==> src/rtl/core/rme_pkg.sv <==
// Package with payload types, constants and the arctangent table for the Euler angle core.
`default_nettype none
package rme_pkg;

   typedef struct packed {
      logic signed [15:0] r00;
      logic signed [15:0] r01;
      logic signed [15:0] r02;
      logic signed [15:0] r10;
      logic signed [15:0] r11;
      logic signed [15:0] r12;
      logic signed [15:0] r22;
   } req_word_type;

   typedef struct packed {
      logic signed [15:0] pitch_angle;
      logic signed [15:0] yaw_angle;
      logic signed [15:0] roll_angle;
      logic               gimbal_lock;
   } rsp_word_type;

   localparam int TABLE_LEN = 24;
   localparam int CW = 27;
   localparam int ZW = 26;
   localparam logic signed [ZW-1:0] HALF_TURN = ZW'(180 * 65536);
   localparam logic signed [15:0] OUT_LIMIT = 16'sd23040;
   localparam logic [14:0] THRESH_RESET = 15'd16;
   localparam logic [28:0] ONE_SQ = 29'd268435456;

   function automatic logic signed [ZW-1:0] atan_entry(input logic [4:0] idx);
      logic signed [ZW-1:0] v;
      case (idx)
         5'd0: v = 26'sd2949120;
         5'd1: v = 26'sd1740967;
         5'd2: v = 26'sd919879;
         5'd3: v = 26'sd466945;
         5'd4: v = 26'sd234379;
         5'd5: v = 26'sd117304;
         5'd6: v = 26'sd58666;
         5'd7: v = 26'sd29335;
         5'd8: v = 26'sd14668;
         5'd9: v = 26'sd7334;
         5'd10: v = 26'sd3667;
         5'd11: v = 26'sd1833;
         5'd12: v = 26'sd917;
         5'd13: v = 26'sd458;
         5'd14: v = 26'sd229;
         5'd15: v = 26'sd115;
         5'd16: v = 26'sd57;
         5'd17: v = 26'sd29;
         5'd18: v = 26'sd14;
         5'd19: v = 26'sd7;
         5'd20: v = 26'sd4;
         5'd21: v = 26'sd2;
         5'd22: v = 26'sd1;
         default: v = '0;
      endcase
      return v;
   endfunction

endpackage
`default_nettype wire

==> src/rtl/core/rme_sqrt_cell.sv <==
// One stage of a pipelined restoring square root that also carries the matrix along.
`default_nettype none
module rme_sqrt_cell #(
   parameter int STEP = 0
) (
   input  wire logic                 clock,
   input  wire logic                 en,
   input  wire logic [28:0]          rem_in,
   input  wire logic [14:0]          root_in,
   input  wire rme_pkg::req_word_type mat_in,
   output logic [28:0]               rem_out,
   output logic [14:0]               root_out,
   output rme_pkg::req_word_type     mat_out
);
   // Bit 14-STEP of the root is resolved here.
   localparam int B = 14 - STEP;
   logic [30:0] trial;
   logic [30:0] rem_w;
   logic [28:0] rem_ff, rem_in_n;
   logic [14:0] root_ff, root_in_n;
   rme_pkg::req_word_type mat_ff;

   always_comb begin
      // (2R + 2^B) * 2^B is what setting bit B adds to the square of the partial root R.
      trial = ((31'(root_in) << 1) + (31'd1 << B)) << B;
      rem_w = 31'(rem_in);
      if (rem_w >= trial) begin
         rem_in_n = 29'(rem_w - trial);
         root_in_n = root_in | (15'd1 << B);
      end else begin
         rem_in_n = rem_in;
         root_in_n = root_in;
      end
   end

   always_ff @(posedge clock) begin
      if (en) begin
         rem_ff  <= rem_in_n;
         root_ff <= root_in_n;
         mat_ff  <= mat_in;
      end
   end

   assign rem_out = rem_ff;
   assign root_out = root_ff;
   assign mat_out = mat_ff;
endmodule
`default_nettype wire

==> config.mk <==
export PLATFORM = sky130hd
export DESIGN_NAME = rme_sqrt_cell
export DESIGN_NICKNAME = d
export VERILOG_FILES = /design/src/rtl/core/rme_pkg.sv /design/src/rtl/core/rme_sqrt_cell.sv
export SDC_FILE = /design/constraint.sdc
export NUM_CORES = 1
export LEC_CHECK = 0
export ABC_CLOCK_PERIOD_IN_PS = 8300
export BUFFER_PORTS_ARGS = -buffer_cell sky130_fd_sc_hd__buf_4
export CAP_MARGIN = 20
export CELL_PAD_IN_SITES_DETAIL_PLACEMENT = 1
export CELL_PAD_IN_SITES_GLOBAL_PLACEMENT = 2
export CORE_MARGIN = 5
export CORE_UTILIZATION = 31
export DETAILED_ROUTE_END_ITERATION = 7
export PLACE_DENSITY = 0.92
export SLEW_MARGIN = 10
export SYNTH_ARGS = -nofsm -noshare
export SYNTH_HDL_FRONTEND = slang
export SYNTH_SLANG_ARGS = --single-unit
==> constraint.sdc <==
create_clock -name clock -period 8.3 [get_ports clock]
set_clock_uncertainty 0.1 [all_clocks]
set_input_delay 0.415 -clock clock [delete_from_list [all_inputs] [get_ports clock]]
set_output_delay 0.415 -clock clock [all_outputs]
set_load 0.02 [all_outputs]
Word-level counts from Yosys, hierarchy flattened --
Cells that the tools add are included.
Operators by class: multiplexer cells 1, $add $sub $neg 2, magnitude comparators 1
Operators with widths (number):
- >= comparator 29 x 31 -> 1 bit | 1
- 2-to-1 mux 29 bit | 1
- subtractor 29 bit | 1
- adder 16 x 15 -> 17 bit (second input constant) | 1
Word-level totals: flip-flop bits (word level) 156, logic and storage cells 14

Depth between registers and ports, before layout --
depth after elaboration 3, gate-level depth with buffers 11, gate-level depth less buffers 10

Worst setup path after synthesis --
No wires, ideal clock.
path type in2reg, start point in rem_in[15], end point reg rem_ff[20] (netlist: rem_out[20]), data pin, setup time 0.260 ns, slack 5.337 ns, stages on the path 11, path buffers 1, arrival time 2.602 ns, cell sequence inv_1 -> ha_1 -> inv_1 -> fa_1 -> a211oi_1 -> nor2_1 -> o31ai_2 -> a31oi_1 -> a211oi_4 -> buf_6 -> mux2_4
On the way: longest elaborated chain between the ends 2, elaborated cells between the ends (all ways) 3, those cells by class add/sub: 1; order compare: 1; mux: 1
Ends and longest elaborated chain:
- start, declared | line rme_sqrt_cell.sv:8 | input wire logic [28:0] rem_in,
- subtractor 29 bit / >= comparator 29 x 31 -> 1 bit (equally long branches) | line rme_sqrt_cell.sv:28, rme_sqrt_cell.sv:27
- 2-to-1 mux 29 bit (*) | line rme_sqrt_cell.sv:27 | if (rem_w >= trial) begin
- named net rem_in_n[20] | line rme_sqrt_cell.sv:19 | logic [28:0] rem_ff, rem_in_n;
- end signal, assigned | line rme_sqrt_cell.sv:38 | rem_ff <= rem_in_n;
- end, declared | line rme_sqrt_cell.sv:19
The timed path passes the listed nets; every way through them passes the cells marked *. A chain may end at the register's enable or synchronous reset.

Worst setup path in the final report --
start point in rem_in[15], end point reg rem_ff[16] (netlist: rem_out[16]), data pin
The elaborated chain is that of the path after synthesis.

==> flow_metrics.py <==
metrics = {
    "final_layout": {
        "multi_input_area_um2": 1020,
        "fillerInstances": 1856,
        "drive_above_1_share": 0.572,
        "syn2layout_area_growth_pct": 55.5,
        "final_cell_mix": "313 x buf_4, 156 x edfxtp_1, 18 x inv_1",
        "nNetsFinal": 803,
        "diodes": 0,
        "mostFrequentLayoutCell": "buf_4",
        "register_area_um2": 4680,
    },
    "clocking": {
        "h-tree-depth": 4,
        "cts_buffers": 17,
        "clk_pin_slew_worst_paths_ns": 0.07,
        "cts_resized": 0,
        "cts_setup_buffers": 0,
        "cts_root_buf": "clkbuf_16",
        "clockBufferDepth": 2,
        "cts_tree": "done",
        "cts.sink_count": 156,
        "cts_hold_buf": 0,
    },
    "logic_synthesis": {
        "synth_top_cell_by_area": "edfxtp_1",
        "ys_warn_count": 0,
        "syn_area_um2": 5820,
        "ys_seq_area_frac": 0.806,
        "synthArstFlopShare": 0,
        "synthCells": 301,
        "synth_nets": 476,
        "synth_edf_count": 156,
        "yosys_register_bits": 156,
        "avgSynthCellArea_um2": 19.3,
        "yosysUniqueCellTypes": 47,
        "yosys-top-cells-area": "edfxtp_1 81%, ha_1 3.4%, mux2_4 2.1%, inv_1 1.2%, mux2_2 0.97%",
        "synth.top_cell.area_share": 0.806,
        "synth_ff_type": "edfxtp_1",
    },
    "outcome": {
        "status": "finished, final reports clean",
    },
    "power": {
        "worst_ir_drop_vdd_mv": 0.119,
        "power.total_w": 0.00209,
        "p_comb_frac": 0.166,
        "leakage_nw": 3.84,
        "p_int_w": 0.00155,
        "power_density_nw_per_um2": 231,
        "switchingPower_w": 0.000539,
        "p_clk_frac": 0.374,
        "swShare": 0.258,
        "pwr-share-seq": 0.460,
    },
    "global_route": {
        "antenna_found_initial": 0,
        "grt_pass1_vias": 4392,
        "grt_first_pass_wirelength_um": 27100,
        "grt_overflow": 0,
        "grt.total_usage": 0.167,
        "grt_max_degree": 87,
    },
    "placed_design": {
        "io_buffers": 313,
        "place_ws_ns": 4.51,
        "dp_hpwl_um": 14800,
        "gp_congestion": 0.824,
    },
    "routing": {
        "vias": 4025,
        "drt-total-wl_um": 18800,
        "antenna_left": 0,
        "wire_per_inst_um": 21.5,
        "drt_iter0_markers": 240,
        "drt-vias-per-instance": 4.61,
        "drtPass1Iterations": 4,
        "drc": 0,
    },
    "floorplan": {
        "initial_core_util": 0.313,
        "core_area_um2": 18600,
        "ioPinCount": 314,
        "dieHeight_um": 147,
        "dieArea_um2": 21600,
        "rows": 50,
        "die_x_um": 147,
    },
    "timing": {
        "period_minus_slack_ns": 3.32,
        "finalHoldViolCount": 0,
        "max_freq_mhz": 301,
        "finalSetupViolCount": 0,
        "drv_slew": 0,
        "fin_setup_tns_ns": 0,
        "worst_slew_pin_slew_ns": 1.05,
        "min_period_over_period": 0.400,
        "worst_slack_ns": 4.98,
        "slew_headroom": 0.299,
        "rsz0062_at_grt": "false",
    },
    "worst_setup_path": {
        "critPathCaptureType": "register",
        "cp_max_fo": 15,
        "critical_path.startpoint_type": "primary input",
        "arrival_ns": 3.38,
        "crit_end": "rem_out[16]$_DFFE_PP_",
        "setup.worst_path.start": "rem_in[15]",
        "worstSetupPathType": "primary input to register",
        "cp.required_ns": 8.37,
    },
    "flow_run": {
        "maxCapViolCount": 0,
    },
    "worst_hold_path": {
        "hold_path_class": "primary input to register",
    },
}
## how the worst min path moves through the flow
stage          startpoint                    end  slack, ns  cells past startpoint
6_report        mat_in[3]   mat_out[3]$_DFFE_PP_       0.08                      1
3_3_place_gp   mat_in[39]  mat_out[39]$_DFFE_PP_       0.49                      1
5_1_grt        mat_in[48]  mat_out[48]$_DFFE_PP_       0.04                      1
3_5_place_dp   mat_in[68]  mat_out[68]$_DFFE_PP_       0.49                      1
2_1_floorplan   mat_in[0]   mat_out[0]$_DFFE_PP_       0.41                      0
4_1_cts        mat_in[29]  mat_out[29]$_DFFE_PP_       0.06                      1
## power groups by stage
stage / Clock, W / Sequential, W / Combinational (W)
floorplan: 0 / 0.00106 / 0.0000676
detailed placement: 0 / 0.000977 / 0.000349
global placement: 0 / 0.000973 / 0.000341
global route: 0.000838 / 0.000964 / 0.000366
CTS: 0.000797 / 0.000961 / 0.000351
finish: 0.000779 / 0.000959 / 0.000347
## layout make-up
cell class | instances | area share
multi-input combinational | 120 | 0.113
timing repair buffer | 315 | 0.264
inverter | 18 | 0.00747
clock inverter | 14 | 0.0177
tap | 234 | 0.0324
sequential | 156 | 0.518
clock buffer | 17 | 0.0470
## through the flow
step	hold WS (ns)	cells	cell area (µm²)	utilization
final	0.0751	874	9040	0.487
after global routing	0.0426	874	9040	0.487
after CTS	0.0552	873	9010	0.485
after detailed placement	0.495	842	8430	0.454
after global placement	0.493	842	8430	0.454
after floorplan	0.414	301	5820	-
## Yosys cell counts (2+ instances only)
cell	count
o21a_1	3
mux2i_1	2
nand4_1	4
edfxtp_1	156
ha_1	16
nor4b_1	2
a21oi_1	7
mux2_2	5
buf_2	4
xnor2_1	5
a211oi_1	2
o21ai_0	6
nor3_1	3
xor2_1	2
mux2_4	8
a21o_1	3
nand3_1	2
nor2_1	12
o31a_1	2
nor4_1	2
inv_1	18
nor2b_1	3
nand3b_1	2
nand2_1	9
## state kept, by name, summed over array words and instances, names as in the netlist
| name | flops |
|---|---|
| mat_out | 112 |
| rem_out | 29 |
| root_out | 15 |
## cell families (layout without fill, tap and decap cells)
group,after synthesis,count (layout),synth area share
AND/OR/NAND/NOR,42,42,0.0381
multiplexers,15,15,0.0338
buffers and inverters,25,364,0.0185
AO/OA/AOI/OAI,39,39,0.0557
flip-flops,156,156,0.806
adder cells (fa/ha/maj),17,17,0.0379
XOR/XNOR,7,7,0.0105
## worst max-delay path, stage by stage
cell      delay (ns)
buf_4           0.11
inv_1           0.07
ha_1            0.18
inv_1           0.06
fa_1            0.42
a211oi_1        0.25
nor2_1          0.14
o31ai_2         0.31
a31oi_1         0.18
a211oi_4        0.83
mux2_2          0.42
## metal layers
metal,wire [µm],up-vias,GRT usage
met2,10300,180,0.318
met4,405,0,0.0517
met3,1420,25,0.0549
met5,0,-,0
met1,6700,1989,0.172
li1,-,1831,-
Note: power is estimated with default switching activity, not from simulation.
